--- config.mk ---
export PLATFORM = sky130hd
export DESIGN_NAME = two_level_round_robin_task_picker_flat
export DESIGN_NICKNAME = d
export VERILOG_FILES = /design/src/rtl/core/trp_pkg.sv /design/src/rtl/core/trp_if.sv /design/src/rtl/core/trp_first.sv /design/src/rtl/core/trp_pick.sv /design/src/rtl/core/trp_engine.sv /design/src/rtl/core/two_level_round_robin_task_picker.sv /design/src/flat_wrapper.sv
export SDC_FILE = /design/constraint.sdc
export NUM_CORES = 1
export LEC_CHECK = 0
export CORE_ASPECT_RATIO = 0.75
export CORE_MARGIN = 2
export CORE_UTILIZATION = 39
export CTS_CLUSTER_DIAMETER = 80
export DETAILED_ROUTE_END_ITERATION = 12
export DONT_BUFFER_PORTS = 1
export PLACE_DENSITY = 0.53
export SLEW_MARGIN = 5
export SYNTH_ARGS = -nofsm -noshare
export SYNTH_HDL_FRONTEND = slang
export SYNTH_SLANG_ARGS = --single-unit
--- constraint.sdc ---
create_clock -name i_clk -period 3.1 [get_ports i_clk]
set_input_delay 0.465 -clock i_clk [delete_from_list [all_inputs] [get_ports i_clk]]
set_output_delay 0.465 -clock i_clk [all_outputs]
set_load 0.01 [all_outputs]
--- src/rtl/core/trp_pkg.sv ---
// Types and codes shared by the task picker modules.
`default_nettype none

package trp_pkg;

    localparam int OP_W      = 3;
    localparam int SLOT_IN_W = 5;
    localparam int STAT_W    = 2;

    localparam logic [OP_W-1:0] OP_CREATE   = 3'd0;
    localparam logic [OP_W-1:0] OP_SET_HIGH = 3'd1;
    localparam logic [OP_W-1:0] OP_SET_LOW  = 3'd2;
    localparam logic [OP_W-1:0] OP_KILL     = 3'd3;
    localparam logic [OP_W-1:0] OP_STOPPED  = 3'd4;
    localparam logic [OP_W-1:0] OP_ENDED    = 3'd5;

    localparam logic [STAT_W-1:0] ST_OK        = 2'd0;
    localparam logic [STAT_W-1:0] ST_NO_FREE   = 2'd1;
    localparam logic [STAT_W-1:0] ST_NOT_LIVE  = 2'd2;
    localparam logic [STAT_W-1:0] ST_NONE_LEFT = 2'd3;

    localparam logic PRIO_LO = 1'b0;
    localparam logic PRIO_HI = 1'b1;

    typedef struct packed {
        logic [STAT_W-1:0]    status;
        logic [SLOT_IN_W-1:0] slot_out;
        logic                 kill_valid;
        logic                 resume_valid;
        logic [SLOT_IN_W-1:0] resume_slot;
    } t_result;

endpackage

`default_nettype wire

--- src/rtl/core/trp_if.sv ---
// Valid/ready channels for task events and picker results.
`default_nettype none

interface trp_in_if;
    logic       valid;
    logic       ready;
    logic [2:0] opcode;
    logic [4:0] slot;

    modport source (output valid, output opcode, output slot, input ready);
    modport sink   (input valid, input opcode, input slot, output ready);
endinterface

interface trp_out_if;
    logic       valid;
    logic       ready;
    logic [1:0] status;
    logic [4:0] slot_out;
    logic       kill_valid;
    logic       resume_valid;
    logic [4:0] resume_slot;

    modport source (output valid, output status, output slot_out, output kill_valid,
                    output resume_valid, output resume_slot, input ready);
    modport sink   (input valid, input status, input slot_out, input kill_valid,
                    input resume_valid, input resume_slot, output ready);
endinterface

`default_nettype wire

--- src/rtl/core/trp_first.sv ---
// Find-first-set encoder, lowest bit wins.
`default_nettype none

module trp_first #(
    parameter int W = 64
) (
    input  wire logic [W-1:0]         i_vec,
    output logic                      o_found,
    output logic [$clog2(W)-1:0]      o_idx
);

    always_comb begin
        o_idx = '0;
        for (int i = W - 1; i >= 0; i--) begin
            if (i_vec[i]) begin
                o_idx = ($clog2(W))'(i);
            end
        end
        o_found = |i_vec;
    end

endmodule

`default_nettype wire

--- src/rtl/core/trp_pick.sv ---
// Round-robin next-slot search: live high-priority first, then any live slot.
`default_nettype none

module trp_pick #(
    parameter int SLOTS = 32
) (
    input  wire logic [SLOTS-1:0]         i_live,
    input  wire logic [SLOTS-1:0]         i_high,
    input  wire logic [$clog2(SLOTS)-1:0] i_run,
    output logic                          o_found,
    output logic [$clog2(SLOTS)-1:0]      o_slot
);

    localparam int SLOT_W = $clog2(SLOTS);
    localparam int DBL_W  = SLOT_W + 1;

    logic [SLOTS-1:0]   upper;
    logic [SLOTS-1:0]   hi_req;
    logic               found_h;
    logic               found_l;
    logic [DBL_W-1:0]   idx_h;
    logic [DBL_W-1:0]   idx_l;
    logic [DBL_W-1:0]   idx;

    // slots strictly after the running one come first, then the wrap
    always_comb begin
        for (int i = 0; i < SLOTS; i++) begin
            upper[i] = (DBL_W'(i) > {1'b0, i_run});
        end
    end

    assign hi_req = i_live & i_high;

    trp_first #(.W(2 * SLOTS)) u_first_high (
        .i_vec   ({hi_req, hi_req & upper}),
        .o_found (found_h),
        .o_idx   (idx_h)
    );

    trp_first #(.W(2 * SLOTS)) u_first_live (
        .i_vec   ({i_live, i_live & upper}),
        .o_found (found_l),
        .o_idx   (idx_l)
    );

    always_comb begin
        idx     = found_h ? idx_h : idx_l;
        o_found = found_h | found_l;
        if (idx >= DBL_W'(SLOTS)) begin
            o_slot = SLOT_W'(idx - DBL_W'(SLOTS));
        end else begin
            o_slot = SLOT_W'(idx);
        end
    end

endmodule

`default_nettype wire

--- src/rtl/core/trp_engine.sv ---
// Slot state (live, priority, running) and per-event decode.
`default_nettype none

module trp_engine
    import trp_pkg::*;
#(
    parameter int SLOTS = 32
) (
    input  wire logic                 i_clk,
    input  wire logic                 i_rst_n,
    input  wire logic                 i_fire,
    input  wire logic [OP_W-1:0]      i_opcode,
    input  wire logic [SLOT_IN_W-1:0] i_slot,
    output t_result                   o_result
);

    localparam int SLOT_W = $clog2(SLOTS);
    localparam int CMP_W  = ((SLOT_W > SLOT_IN_W) ? SLOT_W : SLOT_IN_W) + 1;

    logic [SLOTS-1:0]  r_live;
    logic [SLOTS-1:0]  r_high;
    logic [SLOT_W-1:0] r_run;
    logic [SLOTS-1:0]  n_live;
    logic [SLOTS-1:0]  n_high;
    logic [SLOT_W-1:0] n_run;

    logic [SLOTS-1:0]  sel;
    logic [SLOTS-1:0]  search_live;
    logic              live_hit;
    logic              is_running;
    logic              free_found;
    logic [SLOT_W-1:0] free_idx;
    logic              pick_found;
    logic [SLOT_W-1:0] pick_slot;

    // one-hot of the addressed slot; slots beyond SLOTS simply never match
    always_comb begin
        for (int i = 0; i < SLOTS; i++) begin
            sel[i] = (CMP_W'(i) == CMP_W'(i_slot));
        end
    end

    assign live_hit    = |(r_live & sel);
    assign is_running  = (CMP_W'(r_run) == CMP_W'(i_slot));
    assign search_live = (i_opcode == OP_ENDED) ? (r_live & ~sel) : r_live;

    trp_first #(.W(SLOTS)) u_free (
        .i_vec   (~r_live),
        .o_found (free_found),
        .o_idx   (free_idx)
    );

    trp_pick #(.SLOTS(SLOTS)) u_pick (
        .i_live  (search_live),
        .i_high  (r_high),
        .i_run   (r_run),
        .o_found (pick_found),
        .o_slot  (pick_slot)
    );

    always_comb begin
        n_live   = r_live;
        n_high   = r_high;
        n_run    = r_run;
        o_result = '0;
        case (i_opcode)
            OP_CREATE: begin
                if (free_found) begin
                    for (int i = 0; i < SLOTS; i++) begin
                        if (SLOT_W'(i) == free_idx) begin
                            n_live[i] = 1'b1;
                            n_high[i] = PRIO_LO;
                        end
                    end
                    o_result.slot_out = SLOT_IN_W'(free_idx);
                end else begin
                    o_result.status = ST_NO_FREE;
                end
            end
            OP_SET_HIGH: begin
                for (int i = 0; i < SLOTS; i++) begin
                    if (sel[i]) n_high[i] = PRIO_HI;
                end
            end
            OP_SET_LOW: begin
                for (int i = 0; i < SLOTS; i++) begin
                    if (sel[i]) n_high[i] = PRIO_LO;
                end
            end
            OP_KILL: begin
                if (live_hit) begin
                    o_result.kill_valid = 1'b1;
                    o_result.slot_out   = i_slot;
                end else begin
                    o_result.status = ST_NOT_LIVE;
                end
            end
            OP_STOPPED, OP_ENDED: begin
                n_live = search_live;
                if (is_running) begin
                    if (pick_found) begin
                        n_run                 = pick_slot;
                        o_result.resume_valid = 1'b1;
                        o_result.resume_slot  = SLOT_IN_W'(pick_slot);
                    end else begin
                        o_result.status = ST_NONE_LEFT;
                    end
                end
            end
            default: begin
            end
        endcase
    end

    always_ff @(posedge i_clk) begin
        if (!i_rst_n) begin
            r_live <= '0;
            r_high <= '0;
            r_run  <= '0;
        end else if (i_fire) begin
            r_live <= n_live;
            r_high <= n_high;
            r_run  <= n_run;
        end
    end

endmodule

`default_nettype wire

--- src/rtl/core/two_level_round_robin_task_picker.sv ---
// Top level of the two-level round-robin task picker.
//
//   channel    dir  fields
//   i_task     in   opcode[2:0], slot[4:0]
//   o_result   out  status[1:0], slot_out[4:0], kill_valid, resume_valid, resume_slot[4:0]
//
// One event per cycle sustained while o_result.ready holds; a taken event passes
// through the input register and then the result register, the slot search being a
// rotated find-first over the live mask between the two.
// Synchronous reset clears the live and priority bits, the running slot and
// both valid flags. A stalled result holds in its register while one more
// beat waits in the input register.
`default_nettype none

module two_level_round_robin_task_picker
    import trp_pkg::*;
#(
    parameter int SLOTS = 32
) (
    input  wire logic  i_clk,
    input  wire logic  i_rst_n,
    trp_in_if.sink     i_task,
    trp_out_if.source  o_result
);

    logic                 r_in_valid;
    logic [OP_W-1:0]      r_opcode;
    logic [SLOT_IN_W-1:0] r_slot;
    logic                 r_res_valid;
    t_result              r_res;
    t_result              n_res;
    logic                 res_free;
    logic                 advance;

    assign res_free     = !r_res_valid || o_result.ready;
    assign advance      = r_in_valid && res_free;
    assign i_task.ready = !r_in_valid || advance;

    always_ff @(posedge i_clk) begin
        if (!i_rst_n) begin
            r_in_valid <= 1'b0;
        end else if (i_task.ready) begin
            r_in_valid <= i_task.valid;
        end
    end

    always_ff @(posedge i_clk) begin
        if (i_task.ready && i_task.valid) begin
            r_opcode <= i_task.opcode;
            r_slot   <= i_task.slot;
        end
    end

    trp_engine #(.SLOTS(SLOTS)) u_engine (
        .i_clk    (i_clk),
        .i_rst_n  (i_rst_n),
        .i_fire   (advance),
        .i_opcode (r_opcode),
        .i_slot   (r_slot),
        .o_result (n_res)
    );

    always_ff @(posedge i_clk) begin
        if (!i_rst_n) begin
            r_res_valid <= 1'b0;
        end else if (res_free) begin
            r_res_valid <= r_in_valid;
        end
    end

    always_ff @(posedge i_clk) begin
        if (advance) begin
            r_res <= n_res;
        end
    end

    assign o_result.valid        = r_res_valid;
    assign o_result.status       = r_res.status;
    assign o_result.slot_out     = r_res.slot_out;
    assign o_result.kill_valid   = r_res.kill_valid;
    assign o_result.resume_valid = r_res.resume_valid;
    assign o_result.resume_slot  = r_res.resume_slot;

endmodule

`default_nettype wire

--- src/flat_wrapper.sv ---
// flat-port wrapper written by rule: the top's interface ports become plain ports
module two_level_round_robin_task_picker_flat import trp_pkg::*;
#(
    parameter int SLOTS = 32
)
  (i_clk, i_rst_n, i_task_valid, i_task_opcode, i_task_slot, i_task_ready, o_result_valid, o_result_status, o_result_slot_out, o_result_kill_valid, o_result_resume_valid, o_result_resume_slot, o_result_ready);
  trp_in_if i_task_i ();
  trp_out_if o_result_i ();
  input  wire logic i_clk;
  input  wire logic i_rst_n;
  input wire logic [$bits(i_task_i.valid)-1:0] i_task_valid;
  input wire logic [$bits(i_task_i.opcode)-1:0] i_task_opcode;
  input wire logic [$bits(i_task_i.slot)-1:0] i_task_slot;
  output wire logic [$bits(i_task_i.ready)-1:0] i_task_ready;
  output wire logic [$bits(o_result_i.valid)-1:0] o_result_valid;
  output wire logic [$bits(o_result_i.status)-1:0] o_result_status;
  output wire logic [$bits(o_result_i.slot_out)-1:0] o_result_slot_out;
  output wire logic [$bits(o_result_i.kill_valid)-1:0] o_result_kill_valid;
  output wire logic [$bits(o_result_i.resume_valid)-1:0] o_result_resume_valid;
  output wire logic [$bits(o_result_i.resume_slot)-1:0] o_result_resume_slot;
  input wire logic [$bits(o_result_i.ready)-1:0] o_result_ready;
  assign i_task_i.valid = i_task_valid;
  assign i_task_i.opcode = i_task_opcode;
  assign i_task_i.slot = i_task_slot;
  assign i_task_ready = i_task_i.ready;
  assign o_result_valid = o_result_i.valid;
  assign o_result_status = o_result_i.status;
  assign o_result_slot_out = o_result_i.slot_out;
  assign o_result_kill_valid = o_result_i.kill_valid;
  assign o_result_resume_valid = o_result_i.resume_valid;
  assign o_result_resume_slot = o_result_i.resume_slot;
  assign o_result_i.ready = o_result_ready;
  two_level_round_robin_task_picker #(.SLOTS(SLOTS)) u_core (.i_clk(i_clk), .i_rst_n(i_rst_n), .i_task(i_task_i), .o_result(o_result_i));
endmodule
==> results by group <==
Pwr
  – Standby leakage power: ~4.8 nW
  – Max IR drop VDD: 197 uV
  – Power per cell area: approximately 300 nW/um^2
  – Overall power consumption: roughly 3.5 mW

Placement
  – Detailed placement HPWL: 39300 um
  – IO buf count: 0
  – Number of placed instances with taps included: 1692
  – Weighted congestion reported at the end of routability-driven placement: 1.10

Synth
  – Async SR Flop Fraction: 0%
  – Post-synthesis average cell area: 7.11 um^2
  – Number of enable-type register cells in the synthesized netlist: 22
  – Yosys warning count: 0
  – Post-Syn Nets: 1176
  – Part of the Yosys area used for sequential elements: 25.2%
  – Count of distinct cell types in the synthesized netlist: 85
  – Fraction of post-synthesis cell area in the top cell type by area: between 10% and 20%
  – Leading post-synthesis cells by cell area: dfxtp_1 17%, edfxtp_1 8.0%, a21oi_1 7.0%
  – Most common flop cell mapped by yosys: dfxtp_1
  – Flop and latch count out of synthesis: 93
  – Top cell type by total area after synthesis: dfxtp_1
  – Cells after Synth: 1164
  – Cell Area, Synth: 8280 um^2

Route
  – 1st-pass router iterations: 7
  – DRC violations left: 0
  – Wire length after detailed routing: 49300 um
  – Routed vias/inst: 6.63
  – Initial DRC count: 1779
  – Via count: 11.4k
  – Drt wl/cell: 28.6 um
  – Antenna violation net count after detailed routing: 0

Floorplanning
  – Core Region: approximately 21000 um^2
  – Site Rows: between 40 and 50
  – IO Pins: 28
  – Die Area: approximately 22000 um^2
  – Starting density of the core: 39.4%
  – Horiz. Die Dim: 172 um
  – Chip Height: 130 um

Clock network
  – Post-CTS clock slew at the launch and capture registers of the worst setup and hold paths: 80 ps
  – H-tree lvl count: 3
  – Library cell used as clock root buffer: clkbuf_16
  – Clk Latency, worst-skew pair: 370 ps
  – Sinks on the clock net: 93
  – Cts bufs inserted: 9
  – CTS tree: built
  – Buffer levels on the longest clock path: 2

Global routing
  – First-pass GRT wire length: 70000 um
  – Overall track demand over capacity in global routing: 43.8%
  – Number of global-route vias before repair: 10.3k
  – Total congestion overflow after global routing: 0
  – Initial antenna violation count: 0
  – Pin count of the biggest net entering global routing: 39

STA
  – Max-slew violation count: 0
  – Setup repair after global routing missed its margin: yes
  – Clock period minus final worst setup slack: about 3500 ps
  – Count of final setup violators: 13
  – Maximum achievable frequency: about 290 MHz
  – Least-Margin Pin Slew: roughly 830 ps
  – Max-slew headroom at the worst pin: 44.9%
  – Skew final: 13.5 ps
  – Final hold violations: 0
  – Share of the cycle needed by the critical path after routing: 112%
  – Worst setup slack after layout: -386 ps
  – Hold WS: 185 ps

Critical path
  – Startpoint-to-endpoint class of the critical path: reg -> reg
  – Start point of the critical path: u_core.r_opcode[1]
  – CP arrival: 3730 ps
  – Highest fanout seen on the critical path: 5
  – Kind of start point of the critical path: register
  – Required time at the worst-slack endpoint: 3340 ps
  – Crit Reg-Reg Startpoint: u_core.r_opcode[1]
  – Worst reg2reg path depth: 10
  – Type of element capturing the critical path: register

Cells and area
  – Area added between synthesis and finish: 40.9%
  – Number of cells in the finished layout apart from fillers: 1723
  – Net count, final: about 1.4k
  – Ant. Diodes: 0
  – Fraction of layout cells with a size suffix above 1: 32.5%
  – Fill count: 2062

Hold path
  – Worst Hold Launch: i_task_opcode[1]
  – Class of the worst hold path: in -> reg
  – Worst Hold Depth: 0

Flow run
  – Maximum Capacitance Violations: 0

Status
  – Violated checks: setup timing
  – Status: complete, but fails checks
## cell usage after synthesis (13+ instances only)
cell / n
a21oi_1: 115
o21ai_0: 83
o21ai_1: 13
nand4_1: 24
nand2_1: 132
edfxtp_1: 22
a211oi_1: 19
nor2_1: 99
mux2i_1: 17
or3_1: 13
nor3_1: 35
nand2b_1: 16
and2_1: 16
o21a_1: 26
clkbuf_1: 74
o211ai_1: 20
inv_1: 19
nand3_1: 40
dfxtp_1: 71
a21boi_0: 14
a21o_1: 13
o31ai_1: 16
a31oi_1: 38
## logic make-up (layout without fill, tap and decap cells)
kind of cell,count (synthesis),count (layout),share of synthesized area (%)
buffers and inverters,115,386,5.58
multiplexers,20,20,2.60
flip-flops,93,93,25.2
XOR/XNOR,5,5,0.529
AO/OA/AOI/OAI,462,462,36.8
AND/OR/NAND/NOR,469,469,29.4
## state kept, by name, summed over array words and instances, names as in the netlist
signal                        flops
u_core.o_result.resume_valid      1
u_core.u_engine.r_high           32
u_core.u_engine.r_live           32
u_core.r_slot                     5
u_core.o_result.slot_out          5
u_core.o_result.status            2
u_core.r_in_valid                 1
u_core.u_engine.r_run             5
u_core.o_result.resume_slot       5
u_core.r_opcode                   3
u_core.o_result.kill_valid        1
u_core.o_result.valid             1
## per-layer routing
layer	wire (um)	track usage (%)	vias up	part of all wire [%]
li1	-	-	4969	-
met1	21100	63.2	5483	43
met2	18300	56.7	854	37
met3	7640	17.5	124	16
met4	2260	18.0	0	4.6
met5	0	0	-	0
## cell usage in the layout (no fill, tap or decap), drive strengths merged, types with 8 or more instances in the layout
master / synthesis / final
buf: 22 / 350
nand2: 132 / 132
a21oi: 115 / 115
nor2: 99 / 99
o21ai: 96 / 96
dfxtp: 71 / 71
nand3: 40 / 40
a31oi: 38 / 38
nor3: 35 / 35
o21a: 26 / 26
nand4: 24 / 24
inv: 19 / 24
edfxtp: 22 / 22
o211ai: 20 / 20
a211oi: 19 / 19
mux2i: 17 / 17
and2: 17 / 17
o31ai: 16 / 16
nand2b: 16 / 16
a21boi: 16 / 16
a21o: 13 / 13
or3: 13 / 13
o22ai: 13 / 13
and3: 12 / 12
nor2b: 12 / 12
nor4: 11 / 11
o31a: 10 / 10
clkbuf: 74 / 10
nand3b: 9 / 9
a311oi: 8 / 8
## path summary, 6_finish.rpt
path	endpoint	slack [ps]
max	u_core.o_result.resume_slot[4]	-390
max reg2reg	u_core.o_result.resume_slot[4]	-390
min	u_core.r_opcode[1]	190
min reg2reg	u_core.u_engine.r_high[17]	510
## power breakdown
group,total (mW),internal [mW],switching (mW)
registers,1.33,1.27,0.0587
logic,0.993,0.406,0.587
clock network,1.17,0.567,0.604
total,3.50,2.25,1.25
## timing repair
action / CTS / global route
buffers inserted: 17 / 8
pin swaps: 12 / 24
hold buffers: 0 / 0
resized for setup: 42 / 71
endpoints found under the setup margin: 10 / 34
## layout make-up
type | instances | area [um^2] | share of cell area [%]
sequential | 93 | 2090 | 17.9
clock inverter | 7 | 62.6 | 0.536
clock buffer | 9 | 225 | 1.93
tap | 288 | 360 | 3.09
inverter | 19 | 71.3 | 0.612
timing repair buffer | 351 | 2700 | 23.1
multi-input combinational | 956 | 6160 | 52.8
## stage by stage
step                area (um^2)  setup WS [ps]  setup TNS [ps]  utilization, %
floorplan                  8360           -101            -183               -
global placement          10900           -602           -3940            51.7
detailed placement        10900           -548           -3410            51.7
CTS                       11400           -298           -1590            54.4
global route              11700           -471           -3750            55.5
finish                    11700           -386           -2750            55.5
## critical path: stages (launching register included)
cell      delay, ps
edfxtp_1        450
and4bb_4        420
a31oi_2         120
a2111o_1        470
or3_4           370
nor4_4          410
nand2b_4        130
nor4_4          290
a31oi_1         130
or4_4           460
nor2_2           90
Power figures use the tool's default switching activity.
